==> config.mk <==
export PLATFORM = sky130hd
export DESIGN_NAME = acpi_madt_stream_parser
export DESIGN_NICKNAME = d
export VERILOG_FILES = /design/src/rtl/madt_pkg.sv /design/src/rtl/acpi_madt_stream_parser.sv
export SDC_FILE = /design/constraint.sdc
export NUM_CORES = 1
export LEC_CHECK = 0
export BUFFER_PORTS_ARGS = -buffer_cell sky130_fd_sc_hd__buf_2
export CORE_ASPECT_RATIO = 0.9
export CORE_MARGIN = 5
export CORE_UTILIZATION = 52
export CTS_CLUSTER_SIZE = 16
export DETAILED_ROUTE_END_ITERATION = 8
export GPL_ROUTABILITY_DRIVEN = 0
export PLACE_DENSITY = 0.76
export SKIP_CTS_REPAIR_TIMING = 1
export SLEW_MARGIN = 20
export SYNTH_ARGS = -nofsm -noshare
export SYNTH_HDL_FRONTEND = slang
export SYNTH_SLANG_ARGS = --single-unit
==> constraint.sdc <==
create_clock -name clock -period 8.82 [get_ports clock]
set_input_delay 1.764 -clock clock [delete_from_list [all_inputs] [get_ports clock]]
set_output_delay 1.764 -clock clock [all_outputs]
set_load 0.01 [all_outputs]
==> src/rtl/madt_pkg.sv <==
// ----------------------------------------------------------------------------
// MADT stream parser package
// Shared constants, status codes, entry kinds and the entry size table used
// by the MADT stream parser.
// ----------------------------------------------------------------------------
package madt_pkg;

   localparam int HEADER_BYTES     = 36;
   localparam int OFFSET_BITS_DEF  = 20;
   localparam int RSP_DATA_BITS    = 264;
   localparam int RSP_USER_BITS    = 9;

   localparam logic [7:0] SIG_BYTE0 = 8'h41;
   localparam logic [7:0] SIG_BYTE1 = 8'h50;
   localparam logic [7:0] SIG_BYTE2 = 8'h49;
   localparam logic [7:0] SIG_BYTE3 = 8'h43;

   typedef enum logic [2:0] {
      STATUS_OK        = 3'd0,
      STATUS_BAD_SIG   = 3'd1,
      STATUS_BAD_SUM   = 3'd2,
      STATUS_BAD_LEN   = 3'd3,
      STATUS_TRUNCATED = 3'd4
   } status_type;

   localparam logic [7:0] KIND_LAPIC     = 8'd0;
   localparam logic [7:0] KIND_IOAPIC    = 8'd1;
   localparam logic [7:0] KIND_OVERRIDE  = 8'd2;
   localparam logic [7:0] KIND_NMI_SRC   = 8'd3;
   localparam logic [7:0] KIND_LAPIC_NMI = 8'd4;
   localparam logic [7:0] KIND_LAPIC_ADR = 8'd5;
   localparam logic [7:0] KIND_X2APIC    = 8'd9;

   // Fixed entry size of a known kind, zero for a kind that is skipped.
   function automatic logic [7:0] fixed_size(input logic [7:0] kind);
      logic [7:0] size;
      unique case (kind)
         KIND_LAPIC:     size = 8'd8;
         KIND_IOAPIC:    size = 8'd12;
         KIND_OVERRIDE:  size = 8'd10;
         KIND_NMI_SRC:   size = 8'd8;
         KIND_LAPIC_NMI: size = 8'd6;
         KIND_LAPIC_ADR: size = 8'd12;
         KIND_X2APIC:    size = 8'd16;
         default:        size = 8'd0;
      endcase
      return size;
   endfunction

endpackage

==> src/rtl/acpi_madt_stream_parser.sv <==
// ----------------------------------------------------------------------------
// ACPI MADT stream parser
// Checks the header of an MADT table given one byte per beat, captures the
// controller words and decodes the known interrupt controller entries.
// ----------------------------------------------------------------------------
// Usage:
// The request channel carries one table byte per beat, and tlast marks the
// final byte of the table. The response channel carries one beat for every
// completed known entry and one for the final byte; both can fall on the
// same beat. tuser flags a decoded entry and gives its kind, tlast marks the
// table status beat, and tdata holds the decoded fields and the status.
// A byte is taken every cycle while no held response is stalled; its
// response appears in the cycle after the byte is accepted, held in the
// single output register after the per-byte state update. Bytes that
// produce no response leave the output untouched. When the receiver
// stalls, the held response keeps the request side stalled until it is
// taken. Reset clears the output valid flag and the parser state but the
// entry record; a final byte also resets that state for the next table.
// ----------------------------------------------------------------------------
module acpi_madt_stream_parser #(
   parameter int OFFSET_BITS = madt_pkg::OFFSET_BITS_DEF
) (
   input  logic                                clock,
   input  logic                                reset,
   input  logic                                req_tvalid,
   output logic                                req_tready,
   input  logic [7:0]                          req_tdata,   // data_byte
   input  logic                                req_tlast,   // byte_last
   output logic                                rsp_tvalid,
   input  logic                                rsp_tready,
   // first_id[31:0], second_id[63:32], address[127:64],
   // interrupt_number[159:128], entry_flags[191:160], table_status[194:192],
   // controller_address[226:195], controller_flags[258:227], zero fill
   output logic [madt_pkg::RSP_DATA_BITS-1:0] rsp_tdata,
   // entry_valid[0], entry_kind[8:1]
   output logic [madt_pkg::RSP_USER_BITS-1:0] rsp_tuser,
   output logic                                rsp_tlast    // table_done
);

   localparam logic [OFFSET_BITS-1:0] OFFSET_MAX = {OFFSET_BITS{1'b1}};
   localparam logic [31:0] HDR     = 32'(madt_pkg::HEADER_BYTES);
   localparam logic [31:0] FLG_OFF = 32'(madt_pkg::HEADER_BYTES + 4);
   localparam logic [31:0] ENT_OFF = 32'(madt_pkg::HEADER_BYTES + 8);

   logic [OFFSET_BITS-1:0] byte_offset_ff, byte_offset_in;
   logic [7:0]             running_sum_ff, running_sum_in;
   logic [31:0]            table_length_ff, table_length_in;
   logic [7:0]             entry_position_ff, entry_position_in;
   logic [7:0]             entry_type_ff, entry_type_in;
   logic [7:0]             entry_length_ff, entry_length_in;
   logic [7:0]             record_ff [16];
   logic [7:0]             record_in [16];
   madt_pkg::status_type   error_code_ff, error_code_in;
   logic [31:0]            local_address_ff, local_address_in;
   logic [31:0]            table_flags_ff, table_flags_in;

   logic                               rsp_valid_ff, rsp_valid_in;
   logic [madt_pkg::RSP_DATA_BITS-1:0] rsp_data_ff, rsp_data_in;
   logic [madt_pkg::RSP_USER_BITS-1:0] rsp_user_ff, rsp_user_in;
   logic                               rsp_last_ff, rsp_last_in;

   logic                 accept;
   logic [31:0]          off;
   logic [7:0]           need;
   logic                 emit;
   logic [1:0]           word_sel;
   logic [1:0]           hdr_sel;
   logic [1:0]           flg_sel;
   logic [3:0]           rec_idx;
   logic [31:0]          first_id, second_id, interrupt_number, entry_flags;
   logic [63:0]          address;
   madt_pkg::status_type status;

   assign accept     = req_tvalid && req_tready;
   assign req_tready = !rsp_valid_ff || rsp_tready;
   assign off        = 32'(byte_offset_ff);
   assign need       = madt_pkg::fixed_size(entry_type_ff);
   assign word_sel   = off[1:0];
   assign hdr_sel    = 2'(off - HDR);
   assign flg_sel    = 2'(off - FLG_OFF);
   assign rec_idx    = 4'(entry_position_ff - 8'd2);

   always_comb begin
      byte_offset_in    = byte_offset_ff;
      running_sum_in    = running_sum_ff;
      table_length_in   = table_length_ff;
      entry_position_in = entry_position_ff;
      entry_type_in     = entry_type_ff;
      entry_length_in   = entry_length_ff;
      record_in         = record_ff;
      error_code_in     = error_code_ff;
      local_address_in  = local_address_ff;
      table_flags_in    = table_flags_ff;
      emit              = 1'b0;
      if (accept && byte_offset_ff != OFFSET_MAX) begin
         if (off < 32'd8 || off < table_length_ff) begin
            running_sum_in = running_sum_ff + req_tdata;
         end
         if (off < 32'd4) begin
            unique case (word_sel)
               2'd0:    if (req_tdata != madt_pkg::SIG_BYTE0 &&
                            error_code_ff == madt_pkg::STATUS_OK) begin
                  error_code_in = madt_pkg::STATUS_BAD_SIG;
               end
               2'd1:    if (req_tdata != madt_pkg::SIG_BYTE1 &&
                            error_code_ff == madt_pkg::STATUS_OK) begin
                  error_code_in = madt_pkg::STATUS_BAD_SIG;
               end
               2'd2:    if (req_tdata != madt_pkg::SIG_BYTE2 &&
                            error_code_ff == madt_pkg::STATUS_OK) begin
                  error_code_in = madt_pkg::STATUS_BAD_SIG;
               end
               default: if (req_tdata != madt_pkg::SIG_BYTE3 &&
                            error_code_ff == madt_pkg::STATUS_OK) begin
                  error_code_in = madt_pkg::STATUS_BAD_SIG;
               end
            endcase
         end else if (off < 32'd8) begin
            table_length_in[{word_sel, 3'b000} +: 8] = req_tdata;
            if (off == 32'd7 && table_length_in < ENT_OFF &&
                error_code_ff == madt_pkg::STATUS_OK) begin
               error_code_in = madt_pkg::STATUS_BAD_LEN;
            end
         end else if (off >= HDR && off < FLG_OFF) begin
            local_address_in[{hdr_sel, 3'b000} +: 8] = req_tdata;
         end else if (off >= FLG_OFF && off < ENT_OFF) begin
            table_flags_in[{flg_sel, 3'b000} +: 8] = req_tdata;
         end else if (off >= ENT_OFF && off < table_length_ff &&
                      error_code_ff == madt_pkg::STATUS_OK) begin
            if (entry_position_ff == 8'd0) begin
               entry_type_in     = req_tdata;
               entry_position_in = 8'd1;
            end else if (entry_position_ff == 8'd1) begin
               entry_length_in = req_tdata;
               if (req_tdata < 8'd2 || (need != 8'd0 && req_tdata != need)) begin
                  error_code_in     = madt_pkg::STATUS_BAD_LEN;
                  entry_position_in = 8'd0;
               end else if (req_tdata == 8'd2) begin
                  entry_position_in = 8'd0;
               end else begin
                  entry_position_in = 8'd2;
               end
            end else begin
               if (need != 8'd0) begin
                  record_in[rec_idx] = req_tdata;
               end
               if ({1'b0, entry_position_ff} + 9'd1 >= {1'b0, entry_length_ff}) begin
                  entry_position_in = 8'd0;
                  emit              = need != 8'd0;
               end else begin
                  entry_position_in = entry_position_ff + 8'd1;
               end
            end
         end
         byte_offset_in = byte_offset_ff + OFFSET_BITS'(1);
      end
   end

   always_comb begin
      first_id         = '0;
      second_id        = '0;
      address          = '0;
      interrupt_number = '0;
      entry_flags      = '0;
      if (emit) begin
         unique case (entry_type_ff)
            madt_pkg::KIND_LAPIC: begin
               first_id    = 32'(record_in[0]);
               second_id   = 32'(record_in[1]);
               entry_flags = {record_in[5], record_in[4], record_in[3], record_in[2]};
            end
            madt_pkg::KIND_IOAPIC: begin
               first_id         = 32'(record_in[0]);
               address          = 64'({record_in[5], record_in[4],
                                       record_in[3], record_in[2]});
               interrupt_number = {record_in[9], record_in[8], record_in[7], record_in[6]};
            end
            madt_pkg::KIND_OVERRIDE: begin
               first_id         = 32'(record_in[0]);
               second_id        = 32'(record_in[1]);
               entry_flags      = 32'({record_in[3], record_in[2]});
               interrupt_number = {record_in[7], record_in[6], record_in[5], record_in[4]};
            end
            madt_pkg::KIND_NMI_SRC: begin
               entry_flags      = 32'({record_in[1], record_in[0]});
               interrupt_number = {record_in[5], record_in[4], record_in[3], record_in[2]};
            end
            madt_pkg::KIND_LAPIC_NMI: begin
               first_id    = 32'(record_in[0]);
               entry_flags = 32'({record_in[2], record_in[1]});
               second_id   = 32'(record_in[3]);
            end
            madt_pkg::KIND_LAPIC_ADR: begin
               address = {record_in[9], record_in[8], record_in[7], record_in[6],
                          record_in[5], record_in[4], record_in[3], record_in[2]};
            end
            madt_pkg::KIND_X2APIC: begin
               first_id    = {record_in[5], record_in[4], record_in[3], record_in[2]};
               entry_flags = {record_in[9], record_in[8], record_in[7], record_in[6]};
               second_id   = {record_in[13], record_in[12], record_in[11], record_in[10]};
            end
            default: begin
               first_id = '0;
            end
         endcase
      end
   end

   always_comb begin
      priority if (error_code_in != madt_pkg::STATUS_OK) begin
         status = error_code_in;
      end else if (32'(byte_offset_in) < table_length_in) begin
         status = madt_pkg::STATUS_TRUNCATED;
      end else if (entry_position_in != 8'd0) begin
         status = madt_pkg::STATUS_BAD_LEN;
      end else if (running_sum_in != 8'd0) begin
         status = madt_pkg::STATUS_BAD_SUM;
      end else begin
         status = madt_pkg::STATUS_OK;
      end
   end

   always_comb begin
      rsp_valid_in = accept ? (emit || req_tlast) : (rsp_valid_ff && !rsp_tready);
      rsp_user_in  = {(emit ? entry_type_ff : 8'd0), emit};
      rsp_last_in  = req_tlast;
      rsp_data_in  = '0;
      rsp_data_in[31:0]    = first_id;
      rsp_data_in[63:32]   = second_id;
      rsp_data_in[127:64]  = address;
      rsp_data_in[159:128] = interrupt_number;
      rsp_data_in[191:160] = entry_flags;
      if (req_tlast) begin
         rsp_data_in[194:192] = status;
         rsp_data_in[226:195] = local_address_in;
         rsp_data_in[258:227] = table_flags_in;
      end
   end

   always_ff @(posedge clock) begin
      if (reset || (accept && req_tlast)) begin
         byte_offset_ff    <= '0;
         running_sum_ff    <= '0;
         table_length_ff   <= '0;
         entry_position_ff <= '0;
         entry_type_ff     <= '0;
         entry_length_ff   <= '0;
         error_code_ff     <= madt_pkg::STATUS_OK;
         local_address_ff  <= '0;
         table_flags_ff    <= '0;
      end else begin
         byte_offset_ff    <= byte_offset_in;
         running_sum_ff    <= running_sum_in;
         table_length_ff   <= table_length_in;
         entry_position_ff <= entry_position_in;
         entry_type_ff     <= entry_type_in;
         entry_length_ff   <= entry_length_in;
         error_code_ff     <= error_code_in;
         local_address_ff  <= local_address_in;
         table_flags_ff    <= table_flags_in;
      end
   end

   always_ff @(posedge clock) begin
      record_ff <= record_in;
      if (accept && (emit || req_tlast)) begin
         rsp_data_ff <= rsp_data_in;
         rsp_user_ff <= rsp_user_in;
         rsp_last_ff <= rsp_last_in;
      end
   end

   always_ff @(posedge clock) begin
      if (reset) begin
         rsp_valid_ff <= 1'b0;
      end else begin
         rsp_valid_ff <= rsp_valid_in;
      end
   end

   assign rsp_tvalid = rsp_valid_ff;
   assign rsp_tdata  = rsp_data_ff;
   assign rsp_tuser  = rsp_user_ff;
   assign rsp_tlast  = rsp_last_ff;

   a_entry_only_without_fault: assert property (@(posedge clock) disable iff (reset)
      entry_position_ff != 8'd0 |-> error_code_ff == madt_pkg::STATUS_OK)
      else $error("entry in progress while a fault is recorded");

   a_cleared_after_last: assert property (@(posedge clock) disable iff (reset)
      accept && req_tlast |=> byte_offset_ff == '0 && entry_position_ff == 8'd0 &&
                              error_code_ff == madt_pkg::STATUS_OK)
      else $error("parser state not cleared after the final byte");

   a_no_empty_beat: assert property (@(posedge clock) disable iff (reset)
      rsp_tvalid |-> rsp_tuser[0] || rsp_tlast)
      else $error("response beat carries neither an entry nor a status");

   a_known_kind: assert property (@(posedge clock) disable iff (reset)
      rsp_tvalid && rsp_tuser[0] |->
         rsp_tuser[8:1] == madt_pkg::KIND_LAPIC || rsp_tuser[8:1] == madt_pkg::KIND_IOAPIC ||
         rsp_tuser[8:1] == madt_pkg::KIND_OVERRIDE ||
         rsp_tuser[8:1] == madt_pkg::KIND_NMI_SRC ||
         rsp_tuser[8:1] == madt_pkg::KIND_LAPIC_NMI ||
         rsp_tuser[8:1] == madt_pkg::KIND_LAPIC_ADR ||
         rsp_tuser[8:1] == madt_pkg::KIND_X2APIC)
      else $error("decoded entry of an unknown kind");

endmodule

==> summary.md <==
| Metric | Value |
|---|---|
| Top delay family on crit path | `simple AND/OR/NAND/NOR gates` |
| Number of synthesized flops with an enable pin | `roughly 270` |
| Post-Synth Simple-Gate Area | `approximately 17%` |
| Lkg Pwr | `around 11 nW` |
| Worst EP required | `just over 9000 ps` |
| Worst reg2reg setup slack | `around 3400 ps` |
| Cells after synthesis | `2,161` |
| Final setup fails | `0` |
| Worst EP arrival | `between 6000 and 7000 ps` |
| Mux share of post-synthesis cell area | `under 10%` |
| Post-synthesis async set-or-reset flop share | `0%` |
| Post-Syn Area | `between 0.02 and 0.025 mm^2` |
| Hpwl dp | `approximately 42 mm` |
| Iteration-0 DRC Markers | `about 1,800` |
| Area contributors post-synth | `edfxtp_1 35%, dfxtp_1 23%, nor2_1 6.0%` |
| Synth area leader | `edfxtp_1` |
| # DRC | `0` |
| Clock sinks | `roughly 530` |
| First-pass GRT wire length | `96.3 mm` |
| Cell Chain, Critical Path | `buf_2, nand2b_1, nand2_1, a31o_2, nor3_1, and2_1, nand4_1, xnor2_1, ha_1, nand4_1, or2_2, nor3_1, a31oi_1, a2111oi_0, nand3_1, a311oi_1, o21a_1` |
| Critical path startpoint category | `primary input` |
| Synth Warn # | `0` |
| Final WS setup | `2950 ps` |
| Slew @ Worst Pin | `roughly 1100 ps` |
| Antenna violations before repair | `0` |
| WHS | `roughly 460 ps` |
| Crit-path max FO | `8` |
| HP Class | `register to register` |
| Final Power | `slightly above 0.005 W` |
| Pin count of the biggest net entering global routing | `110` |
| Area after DPL | `0.0247 mm^2` |
| Worst slack, placed | `approximately 2600 ps` |
| Die width | `231 um` |
| Largest family of logic cells by synthesized area | `simple AND/OR/NAND/NOR gates` |
| DIE AREA | `approximately 0.048 mm^2` |
| Worst path bufs/invs | `1` |
| Clock tree root buffer cell | `clkbuf_16` |
| Area delta synth->final | `15.9%` |
| Synth top area share | `a little over a third` |
| Clock Pin Slew Worst Setup and Hold Paths | `roughly 70 ps` |
| Post-synthesis sequential area ratio | `58.6%` |
| I/O pins | `around 290` |
| Setup Skew | `roughly 56 ps` |
| Worst vdd ir | `roughly 0.13 mV` |
| Hold_sp | `table_length_ff[25]` |
| Compound-Gate Fraction of Synth Area | `9.54%` |
| Rows | `approximately 70` |
| Ys flop type | `edfxtp_1` |
| Starting Density | `around 53%` |
| Share of cells above drive strength 1 | `between 10% and 20%` |
| Post-route minimum period | `just under 6000 ps` |
| Status | `complete, no violations` |
| Max Slew Vio Count | `0` |
| Post-synthesis adder-cell area fraction | `around 3.7%` |
| Routed len/inst | `a little over 20 um` |
| Post-route setup TNS | `0 ps` |
| Num CTS Buffers | `53` |
| Fmax | `roughly 0.17 GHz` |
| Post-Route WL | `62.1 mm` |
| CORE AREA | `around 0.043 mm^2` |
| Unrepaired setup endpoints after global routing | `no` |
| Critical path startpoint | `rsp_tready` |
| Vias in the first global route | `approximately 17,000` |
| Number of vias per cell | `around 5.8` |
| CTS tree | `done` |
| Total Routing Usage GR | `24.9%` |
| Synth cell types | `just under 80` |
| Detailed Routing Iterations Pass 1 | `6` |
| Fin nets | `around 2,500` |
| CP Capture Type | `register` |
| IO buf count | `approximately 280` |
| Cell Pwr Density | `between 150 and 200 mW/mm^2` |
| Part of the cycle the worst path needs | `roughly two thirds` |
| Antenna Nets Post-Route | `0` |
| H-tree depth | `2` |
| Fin. Hold Viols | `0` |
| Syn_area_per_cell | `between 10 and 15 um^2` |
| Final Cell Area | `0.0265 mm^2` |
| Most used standard cell by instance count after synthesis | `nor2_1` |
| Filler cells | `3,452` |
| Routed vias | `17,400` |
| Max cap viols | `0` |
| GR Overflow Total | `0` |
| Crit-path max cell delay | `between 900 and 1000 ps` |
| Max-slew headroom at the worst pin | `between 20% and 30%` |
| Slowest stage cell, crit path | `a2111oi_0` |
| ANT cells | `0` |
| Die Span Y | `~210 um` |
| Number of synthesized register bits | `approximately 530` |
| Reg-to-Reg Start | `byte_offset_ff[0]` |
| Synth cell count leaders | `363 x nor2_1, 269 x edfxtp_1, 264 x dfxtp_1` |
| Critical path type | `primary input to register` |
| Synth Area in XOR/XNOR | `1.38%` |
| Max Buffers Root-to-Sink | `3` |
| Clock latency on the worst-skew pair | `between 600 and 700 ps` |
-- per-layer routing --
layer | GRT usage [%] | vias to the layer above | share of wire, %
met5 | 0 | - | 0
met3 | 3.98 | 144 | 8.4
met2 | 38.9 | 816 | 45
met4 | 9.30 | 0 | 3.4
met1 | 35.4 | 8412 | 43
li1 | - | 7996 | -
-- layout by cell type (no fill, tap or decap), drive strengths merged, types with 65 or more instances in the layout --
cell | netlist | layout
clkbuf | 114 | 77
nand2 | 134 | 134
mux2i | 97 | 97
ha | 65 | 65
dfxtp | 264 | 264
nor2b | 101 | 101
a21oi | 145 | 145
nor2 | 363 | 363
inv | 130 | 133
edfxtp | 269 | 269
buf | 19 | 309
-- sequential cells by signal (all words and copies together) (netlist names) --
name               flops
rsp_tdata            259
record_ff            112
local_address_ff      32
table_flags_ff        32
table_length_ff       32
byte_offset_ff        20
rsp_tuser              9
entry_length_ff        8
entry_position_ff      8
entry_type_ff          8
running_sum_ff         8
error_code_ff          3
rsp_tlast              1
rsp_tvalid             1
-- final cells by class --
type	instances	area (um^2)	area share (%)
timing repair buffer	309	1630	6.15
clock inverter	23	289	1.09
sequential	533	13400	50.5
inverter	130	488	1.84
multi-input combinational	1373	8520	32.2
clock buffer	77	1470	5.55
tap	555	694	2.63
-- worst register-to-register path: cells and delay by family (launching register included) --
| kind | cells | cell delay (ps) |
|---|---|---|
| compound gates | 5 | 1810 |
| xor+xnor | 1 | 190 |
| fa+ha+maj | 2 | 720 |
| flops | 1 | 490 |
| simple gates | 8 | 2110 |
-- cell families after synthesis --
kind of cell | Yosys count
compound gates | 338
xor+xnor | 36
fa+ha+maj | 66
buf+inv | 263
flops | 533
mux | 129
other cells | 1
simple gates | 795
-- final timing paths --
check / end / depth (start not counted)
min: table_length_ff[25] / 2
max reg2reg: rsp_tdata[193] / 16
min reg2reg: table_length_ff[25] / 2
max: rsp_tdata[193] / 17
-- report_power, final --
group / switching [W] / total (W) / internal [W] / leakage [nW]
logic: 0.000158 / 0.000226 / 0.0000686 / 5.51
registers: 0.0000189 / 0.00266 / 0.00264 / 4.80
clock network: 0.000958 / 0.00227 / 0.00131 / 0.859
total: 0.00113 / 0.00515 / 0.00402 / 11.2
-- through the flow --
step,cells,util (%)
finish,3000,61.3
detailed placement,2900,57.2
CTS,3000,61.3
global placement,2900,57.2
floorplan,2169,-
global route,3000,61.3
Power figures use the tool's default switching activity.
